--- config.mk ---
export PLATFORM = sky130hd
export DESIGN_NAME = utf8_stream_decode_count
export DESIGN_NICKNAME = d
export VERILOG_FILES = /design/src/rtl/core/u8dc_pkg.sv /design/src/rtl/core/utf8_stream_decode_count.sv /design/src/rtl/core/u8dc_front.sv /design/src/rtl/core/u8dc_back.sv
export SDC_FILE = /design/constraint.sdc
export NUM_CORES = 1
export LEC_CHECK = 0
export BUFFER_PORTS_ARGS = -buffer_cell sky130_fd_sc_hd__buf_2
export CAP_MARGIN = 20
export CORE_UTILIZATION = 56
export CTS_BUF_LIST = sky130_fd_sc_hd__clkbuf_8
export DETAILED_ROUTE_END_ITERATION = 10
export GPL_ROUTABILITY_DRIVEN = 0
export PLACE_DENSITY = 0.8
export SYNTH_ARGS = -nofsm -noshare
export SYNTH_HDL_FRONTEND = slang
export SYNTH_SLANG_ARGS = --single-unit
--- constraint.sdc ---
create_clock -name clk_i -period 3.15 [get_ports clk_i]
set_clock_uncertainty 0.2 [all_clocks]
set_input_delay 0.4725 -clock clk_i [delete_from_list [all_inputs] [get_ports clk_i]]
set_output_delay 0.4725 -clock clk_i [all_outputs]
set_load 0.01 [all_outputs]
--- src/rtl/core/u8dc_pkg.sv ---
`default_nettype none
package u8dc_pkg;

  localparam int unsigned CpW    = 21;
  localparam int unsigned CountW = 16;

  // lead byte patterns
  localparam logic [7:0] LeadMask2 = 8'hE0;
  localparam logic [7:0] LeadVal2  = 8'hC0;
  localparam logic [7:0] LeadMask3 = 8'hF0;
  localparam logic [7:0] LeadVal3  = 8'hE0;
  localparam logic [7:0] LeadMask4 = 8'hF8;
  localparam logic [7:0] LeadVal4  = 8'hF0;
  localparam logic [7:0] ContMask  = 8'hC0;
  localparam logic [7:0] ContVal   = 8'h80;
  localparam logic [7:0] ContBits  = 8'h3F;

  typedef enum logic [2:0] {
    KindTerm,
    KindAscii,
    KindLead,
    KindCont,
    KindBad
  } kind_e;

  // classified byte passed from front to back
  typedef struct packed {
    kind_e      kind;
    logic [1:0] lead_len;
    logic [6:0] payload;
  } item_t;

  typedef struct packed {
    logic [CpW-1:0]    code_point;
    logic              point_done;
    logic              is_diacritic;
    logic [CountW-1:0] char_count;
    logic              string_end;
    logic              length_error;
    logic              string_valid;
  } res_t;

endpackage
`default_nettype wire

--- src/rtl/core/utf8_stream_decode_count.sv ---
// UTF-8 string decoder and character counter. Push one byte per cycle on
// data_byte_i (0 terminates the string); each byte yields exactly one result
// in the output queue: the completed code point with its combining-mark flag,
// the running character count, the sticky error and, at the terminator, the
// string's validity. Throughput is one byte per cycle as long as results are
// popped at the same rate. The result of a byte reaches the output ports
// through both queues in turn: the classifier writes the byte into the
// classifier queue, and the decoder writes its result into the result
// queue when it takes the byte from there. The classifier queue and the
// result queue hold two items each, so full_o rises only when the result
// side stalls. The mark-skip flag is written through the cfg channel,
// which is always ready; write it only while no string is in flight.
`default_nettype none
module utf8_stream_decode_count #(
  parameter int unsigned COUNT_BITS = 16
) (
  input  wire logic        clk_i,
  input  wire logic        rst_ni,
  input  wire logic        push_i,
  output logic             full_o,
  input  wire logic [7:0]  data_byte_i,
  output logic             empty_o,
  input  wire logic        pop_i,
  output logic [20:0]      code_point_o,
  output logic             point_done_o,
  output logic             is_diacritic_o,
  output logic [15:0]      char_count_o,
  output logic             string_end_o,
  output logic             length_error_o,
  output logic             string_valid_o,
  input  wire logic        cfg_valid_i,
  output logic             cfg_ready_o,
  input  wire logic        cfg_data_i
);
  import u8dc_pkg::*;

  item_t item;
  logic  item_valid, item_take;
  res_t  res;

  assign cfg_ready_o = 1'b1;

  u8dc_front u_front (
    .clk_i        (clk_i),
    .rst_ni       (rst_ni),
    .push_i       (push_i),
    .data_byte_i  (data_byte_i),
    .full_o       (full_o),
    .item_valid_o (item_valid),
    .item_take_i  (item_take),
    .item_o       (item)
  );

  u8dc_back #(
    .COUNT_BITS (COUNT_BITS)
  ) u_back (
    .clk_i        (clk_i),
    .rst_ni       (rst_ni),
    .cfg_valid_i  (cfg_valid_i && cfg_ready_o),
    .cfg_data_i   (cfg_data_i),
    .item_valid_i (item_valid),
    .item_take_o  (item_take),
    .item_i       (item),
    .empty_o      (empty_o),
    .pop_i        (pop_i),
    .res_o        (res)
  );

  assign code_point_o   = res.code_point;
  assign point_done_o   = res.point_done;
  assign is_diacritic_o = res.is_diacritic;
  assign char_count_o   = res.char_count;
  assign string_end_o   = res.string_end;
  assign length_error_o = res.length_error;
  assign string_valid_o = res.string_valid;

endmodule
`default_nettype wire

--- src/rtl/core/u8dc_front.sv ---
`default_nettype none
module u8dc_front (
  input  wire logic           clk_i,
  input  wire logic           rst_ni,
  input  wire logic           push_i,
  input  wire logic [7:0]     data_byte_i,
  output logic                full_o,
  output logic                item_valid_o,
  input  wire logic           item_take_i,
  output u8dc_pkg::item_t     item_o
);
  import u8dc_pkg::*;

  item_t      cls;
  item_t      mem_q [2];
  logic       wr_ptr_q, rd_ptr_q;
  logic [1:0] cnt_q;
  logic       wr_en, rd_en;

  always_comb begin
    cls.kind     = KindBad;
    cls.lead_len = 2'd0;
    cls.payload  = 7'd0;
    if (data_byte_i == 8'd0) begin
      cls.kind = KindTerm;
    end else if (!data_byte_i[7]) begin
      cls.kind    = KindAscii;
      cls.payload = data_byte_i[6:0];
    end else if ((data_byte_i & ContMask) == ContVal) begin
      cls.kind    = KindCont;
      cls.payload = {1'b0, data_byte_i[5:0] & ContBits[5:0]};
    end else if ((data_byte_i & LeadMask2) == LeadVal2) begin
      cls.kind     = KindLead;
      cls.lead_len = 2'd1;
      cls.payload  = {2'b0, data_byte_i[4:0]};
    end else if ((data_byte_i & LeadMask3) == LeadVal3) begin
      cls.kind     = KindLead;
      cls.lead_len = 2'd2;
      cls.payload  = {3'b0, data_byte_i[3:0]};
    end else if ((data_byte_i & LeadMask4) == LeadVal4) begin
      cls.kind     = KindLead;
      cls.lead_len = 2'd3;
      cls.payload  = {4'b0, data_byte_i[2:0]};
    end
  end

  assign full_o       = (cnt_q == 2'd2);
  assign item_valid_o = (cnt_q != 2'd0);
  assign wr_en        = push_i && !full_o;
  assign rd_en        = item_take_i && item_valid_o;
  assign item_o       = mem_q[rd_ptr_q];

  always_ff @(posedge clk_i) begin
    if (wr_en) begin
      mem_q[wr_ptr_q] <= cls;
    end
  end

  always_ff @(posedge clk_i or negedge rst_ni) begin
    if (!rst_ni) begin
      wr_ptr_q <= 1'b0;
      rd_ptr_q <= 1'b0;
      cnt_q    <= 2'd0;
    end else begin
      if (wr_en) wr_ptr_q <= ~wr_ptr_q;
      if (rd_en) rd_ptr_q <= ~rd_ptr_q;
      if (wr_en && !rd_en) begin
        cnt_q <= cnt_q + 2'd1;
      end else if (rd_en && !wr_en) begin
        cnt_q <= cnt_q - 2'd1;
      end
    end
  end

endmodule
`default_nettype wire

--- src/rtl/core/u8dc_back.sv ---
`default_nettype none
module u8dc_back #(
  parameter int unsigned COUNT_BITS = 16
) (
  input  wire logic             clk_i,
  input  wire logic             rst_ni,
  input  wire logic             cfg_valid_i,
  input  wire logic             cfg_data_i,
  input  wire logic             item_valid_i,
  output logic                  item_take_o,
  input  wire u8dc_pkg::item_t  item_i,
  output logic                  empty_o,
  input  wire logic             pop_i,
  output u8dc_pkg::res_t        res_o
);
  import u8dc_pkg::*;

  function automatic logic mark_range(input logic [CpW-1:0] cp);
    mark_range = cp inside {[21'h0300 : 21'h036F], [21'h1AB0 : 21'h1AFF],
                            [21'h1DC0 : 21'h1DFF], [21'h20D0 : 21'h20FF],
                            [21'hFE20 : 21'hFE2F]};
  endfunction

  logic                  skip_q;
  logic [1:0]            rem_q, rem_d;
  logic [CpW-1:0]        part_q, part_d;
  logic [COUNT_BITS-1:0] cnt_q, cnt_d;
  logic                  err_q, err_d;
  logic                  first_q, first_d;
  logic                  fmark_q, fmark_d;
  logic [CpW-1:0]        cp;
  logic [CpW-1:0]        shifted;
  logic                  done, mark, term_err;
  logic [COUNT_BITS+CountW-1:0] cnt_ext;
  res_t                  res_d;

  res_t       mem_q [2];
  logic       wr_ptr_q, rd_ptr_q;
  logic [1:0] ocnt_q;
  logic       rd_en;

  assign item_take_o = item_valid_i && (ocnt_q != 2'd2);
  assign shifted     = {part_q[CpW-7:0], item_i.payload[5:0]};
  assign term_err    = err_q || (rem_q != 2'd0);

  always_comb begin
    rem_d   = rem_q;
    part_d  = part_q;
    cnt_d   = cnt_q;
    err_d   = err_q;
    first_d = first_q;
    fmark_d = fmark_q;
    cp      = '0;
    done    = 1'b0;
    mark    = 1'b0;
    if (item_i.kind == KindTerm) begin
      rem_d   = 2'd0;
      part_d  = '0;
      cnt_d   = '0;
      err_d   = 1'b0;
      first_d = 1'b0;
      fmark_d = 1'b0;
    end else if (!err_q) begin
      if (rem_q == 2'd0) begin
        case (item_i.kind)
          KindAscii: begin
            cp   = {{(CpW-7){1'b0}}, item_i.payload};
            done = 1'b1;
          end
          KindLead: begin
            rem_d  = item_i.lead_len;
            part_d = {{(CpW-7){1'b0}}, item_i.payload};
          end
          default: err_d = 1'b1;
        endcase
      end else if (item_i.kind == KindCont) begin
        part_d = shifted;
        rem_d  = rem_q - 2'd1;
        if (rem_q == 2'd1) begin
          cp   = shifted;
          done = 1'b1;
        end
      end else begin
        // malformed: drop the partial sequence
        err_d  = 1'b1;
        rem_d  = 2'd0;
        part_d = '0;
      end
    end
    if (done) begin
      mark = mark_range(cp);
      if (!first_q) begin
        first_d = 1'b1;
        fmark_d = mark;
      end
      if (!(skip_q && mark) && !(&cnt_q)) begin
        cnt_d = cnt_q + 1'b1;
      end
      part_d = '0;
    end
  end

  always_comb begin
    res_d              = '0;
    res_d.code_point   = cp;
    res_d.point_done   = done;
    res_d.is_diacritic = mark;
    if (item_i.kind == KindTerm) begin
      cnt_ext            = {{CountW{1'b0}}, cnt_q};
      res_d.string_end   = 1'b1;
      res_d.length_error = term_err;
      res_d.string_valid = !term_err && !(first_q && fmark_q);
    end else begin
      cnt_ext            = {{CountW{1'b0}}, cnt_d};
      res_d.length_error = err_d;
    end
    res_d.char_count = cnt_ext[CountW-1:0];
  end

  always_ff @(posedge clk_i or negedge rst_ni) begin
    if (!rst_ni) begin
      skip_q  <= 1'b0;
      rem_q   <= 2'd0;
      part_q  <= '0;
      cnt_q   <= '0;
      err_q   <= 1'b0;
      first_q <= 1'b0;
      fmark_q <= 1'b0;
    end else begin
      if (cfg_valid_i) skip_q <= cfg_data_i;
      if (item_take_o) begin
        rem_q   <= rem_d;
        part_q  <= part_d;
        cnt_q   <= cnt_d;
        err_q   <= err_d;
        first_q <= first_d;
        fmark_q <= fmark_d;
      end
    end
  end

  // result queue
  assign empty_o = (ocnt_q == 2'd0);
  assign rd_en   = pop_i && !empty_o;
  assign res_o   = mem_q[rd_ptr_q];

  always_ff @(posedge clk_i) begin
    if (item_take_o) begin
      mem_q[wr_ptr_q] <= res_d;
    end
  end

  always_ff @(posedge clk_i or negedge rst_ni) begin
    if (!rst_ni) begin
      wr_ptr_q <= 1'b0;
      rd_ptr_q <= 1'b0;
      ocnt_q   <= 2'd0;
    end else begin
      if (item_take_o) wr_ptr_q <= ~wr_ptr_q;
      if (rd_en) rd_ptr_q <= ~rd_ptr_q;
      if (item_take_o && !rd_en) begin
        ocnt_q <= ocnt_q + 2'd1;
      end else if (rd_en && !item_take_o) begin
        ocnt_q <= ocnt_q - 2'd1;
      end
    end
  end

`ifndef SYNTHESIS
  a_ocnt_bound: assert property (@(posedge clk_i) disable iff (!rst_ni)
    ocnt_q != 2'd3) else $error("result queue count out of range");
  a_err_no_seq: assert property (@(posedge clk_i) disable iff (!rst_ni)
    err_q |-> rem_q == 2'd0) else $error("sequence pending while in error");
  a_done_no_err: assert property (@(posedge clk_i) disable iff (!rst_ni)
    item_take_o && done |-> !res_d.length_error)
    else $error("code point completed under error");
  a_term_clears: assert property (@(posedge clk_i) disable iff (!rst_ni)
    item_take_o && item_i.kind == KindTerm |=> rem_q == 2'd0 && cnt_q == '0 && !err_q)
    else $error("string state not cleared at terminator");
  a_valid_at_end: assert property (@(posedge clk_i) disable iff (!rst_ni)
    item_take_o && res_d.string_valid |-> res_d.string_end)
    else $error("string_valid outside terminator");
`endif

endmodule
`default_nettype wire
==> impl_metrics.toml <==
[synth]
yosysWarnings = 0
ys_types = 72
synthCells = 580
avgSynthCellArea_um2 = 12.5
synth_area_leaders = "edfxtp_1, dfrtp_1, mux2_2, xnor2_1, nand2_1"
syn-num-nets = 599
synth_seq_area_share_pct = 60.4
synth_top_cell_by_area = "edfxtp_1"
synthFlopType = "edfxtp_1"
synth-seq-cells = 153
synth_edf_count = 108
synthArstFlopShare_pct = 29.4
netlist_area_um2 = 7230
synth.top_cell.area_share_pct = 44.9

[global_routing]
grt_pass1_vias = 5306
track_usage_pct = 26.0
antenna_found_initial = 0
grt_overflow = 0
grt_pass1_wl_um = 26000
grt_max_degree = 43

[finish]
diodes = 0
final_cell_mix = "edfxtp_1, buf_4, buf_2"
drive_gt1_share_pct = 40.7
area.growth.synth_to_final_pct = 26.8
postLayoutCoreUtil_pct = 72.7
nFillCells = 789
multiInputGateArea_um2 = 3120
regArea_um2 = 4370
fin_nets = 736
final_common_cell = "edfxtp_1"

[status]
outcome = "finished with violations"
violations = "setup timing"

[floorplanning]
core_area_um2 = 12600
initial_core_util_pct = 57.3
dieWidth_um = 116
num_io_pins = 59
rows = 41
dieArea_um2 = 13400
fp.dieH_um = 116

[timing]
setup_tns_ns = -2.36
fin_crit_ns = 3.28
rsz0062_at_grt = "true"
hold_ws_ns = 0.0522
hold_violations = 0
final_max_slew_viol_count = 0
setup_viol = 39
clock.fmax_ghz = 0.305
worstMarginPinSlew_ns = 0.958
period_share_pct = 104
slew_headroom_pct = 35.9
worst_slack_ns = -0.128

[route]
vias = 5597
ant_nets = 0
vias_per_cell = 6.21
drc = 0
drtPass1Iterations = 5
post_drt_wl_per_cell_um = 20.4
wl_um = 18400
drt-initial-drc-count = 727

[cts]
cts_buffers = 17
cts-root-buf = "clkbuf_8"
cts_tree = "done"
path_clk_slew_ns = 0.08
clock_path_buffers = 2
clk_latency_ns = 0.46
clock-sinks = 153
h-tree-depth = 4

[place]
portBuffers = 57
place_hpwl_um = 11000

[setup_path]
cp.required_ns = 3.15
worstSetupStartpointType = "flip-flop"
critPathMaxFanout = 5
ff2ff_path_depth = 11
cp.arrival_ns = 3.27
endpoint_kind = "flip-flop"
critPathKind = "reg -> reg"

[run]
cap_violations = 0

[hold_path]
whs_path_depth = 2
hp-class = "in -> reg"

[power]
p_per_area_nw_per_um2 = 891
vdd.ir_drop.worst_uv = 742
finalPower_mw = 8.17
p_leak_nw = 3.59
-- path summary, 6_finish.rpt --
path | slack [ns] | start | end
worst max-delay path | -0.13 | u_front.mem_q[1][10] | u_back.mem_q[1][11]
worst min-delay path | 0.05 | cfg_data_i | u_back.skip_q
worst max register to register | -0.13 | u_front.mem_q[1][10] | u_back.mem_q[1][11]
worst min register to register | 0.29 | u_front.wr_ptr_q | u_front.wr_ptr_q
max in group asynchronous | 1.71 | rst_ni | u_back.cnt_q[5]
min in group asynchronous | 0.39 | rst_ni | u_back.part_q[5]
-- where the power goes --
part	total, mW	internal, mW	switching [mW]	leakage, nW
Combinational	3.43	1.48	1.95	1.78
Clock	1.38	0.623	0.760	0.183
Sequential	3.36	3.03	0.330	1.63
Total	8.17	5.13	3.04	3.59
-- state kept, by name (all words and copies together) (netlist names) --
register / flops
u_back.cnt_q: 16
u_back.ocnt_q: 2
u_front.rd_ptr_q: 1
u_back.mem_q: 84
u_front.mem_q: 24
u_back.wr_ptr_q: 1
u_back.fmark_q: 1
u_front.wr_ptr_q: 1
u_back.rd_ptr_q: 1
u_front.cnt_q: 2
u_back.first_q: 1
u_back.rem_q: 2
u_back.part_q: 15
u_back.skip_q: 1
u_back.err_q: 1
-- logic make-up (layout without fill, tap and decap cells) --
logic type	count (synthesis)	after routing	synth area share, %
AO/OA/AOI/OAI	112	113	10.8
flip-flops	153	153	60.4
multiplexers	56	56	8.52
adder cells (fa/ha/maj)	5	5	0.865
XOR/XNOR	22	22	2.67
other	1	1	0.0519
buffers and inverters	60	209	3.65
AND/OR/NAND/NOR	171	171	13.0
-- critical path: stages, from the launching register on --
cell and delay (ns):
edfxtp_1 0.50, or4b_1 0.55, o41a_4 0.16, inv_2 0.08, or4_4 0.15, buf_6 0.11
nor3_2 0.05, a41oi_2 0.23, o2111ai_2 0.21, a21bo_4 0.29, or3_4 0.34, xnor2_2 0.15
-- cell usage after synthesis, types with 3 or more instances --
cell,n
or4_1,5
or2_2,3
nor2b_1,8
o21ai_0,21
nand2_1,35
nor3_1,12
clkbuf_1,15
mux2_2,44
o31ai_1,4
buf_2,4
o22ai_1,8
o21a_1,3
inv_1,30
nand4b_1,3
nand4_1,9
and2_1,19
edfxtp_1,108
a21oi_1,21
nor4_1,8
nand3_1,15
and3_1,5
xor2_1,4
buf_4,5
xnor2_1,18
or3_1,6
dfrtp_1,45
a22o_1,9
o21ai_1,3
a31oi_1,10
nand2b_1,3
nor2_1,26
mux2i_1,12
a211oi_1,5
ha_1,5
-- what timing repair did --
| item | CTS | global route |
|---|---|---|
| pin swaps | 8 | 22 |
| gates cloned | 1 | 0 |
| hold endpoints to repair | 26 | 0 |
| hold buffers | 1 | 0 |
| setup endpoints to repair | 45 | 48 |
| gates resized for setup | 25 | 71 |
| buffers inserted | 8 | 22 |
-- final cells by class --
class,count,share of cell area (%)
clock inverter,15,1.39
timing repair buffer,144,10.7
clock buffer,17,2.55
sequential,153,47.7
tap,172,2.35
multi-input combinational,368,34.0
inverter,33,1.35
-- layer usage --
metal  up-vias  share of wire [%]  track usage, %
met3        98                6.6            5.33
met4         0                5.3            16.6
met1      2707                 39            32.1
li1       2451                  -               -
met5         -                  0               0
met2       341                 49            42.3
-- through the flow --
stage	worst slack, ns	std cells	cell area (µm²)
2_1_floorplan	0.0654	580	7230
3_3_place_gp	-0.00174	839	8050
3_5_place_dp	-0.181	839	8050
4_1_cts	-0.00255	880	8600
5_1_grt	-0.143	902	9170
6_report	-0.128	902	9170
No activity file was read; power rests on OpenSTA's default activity.
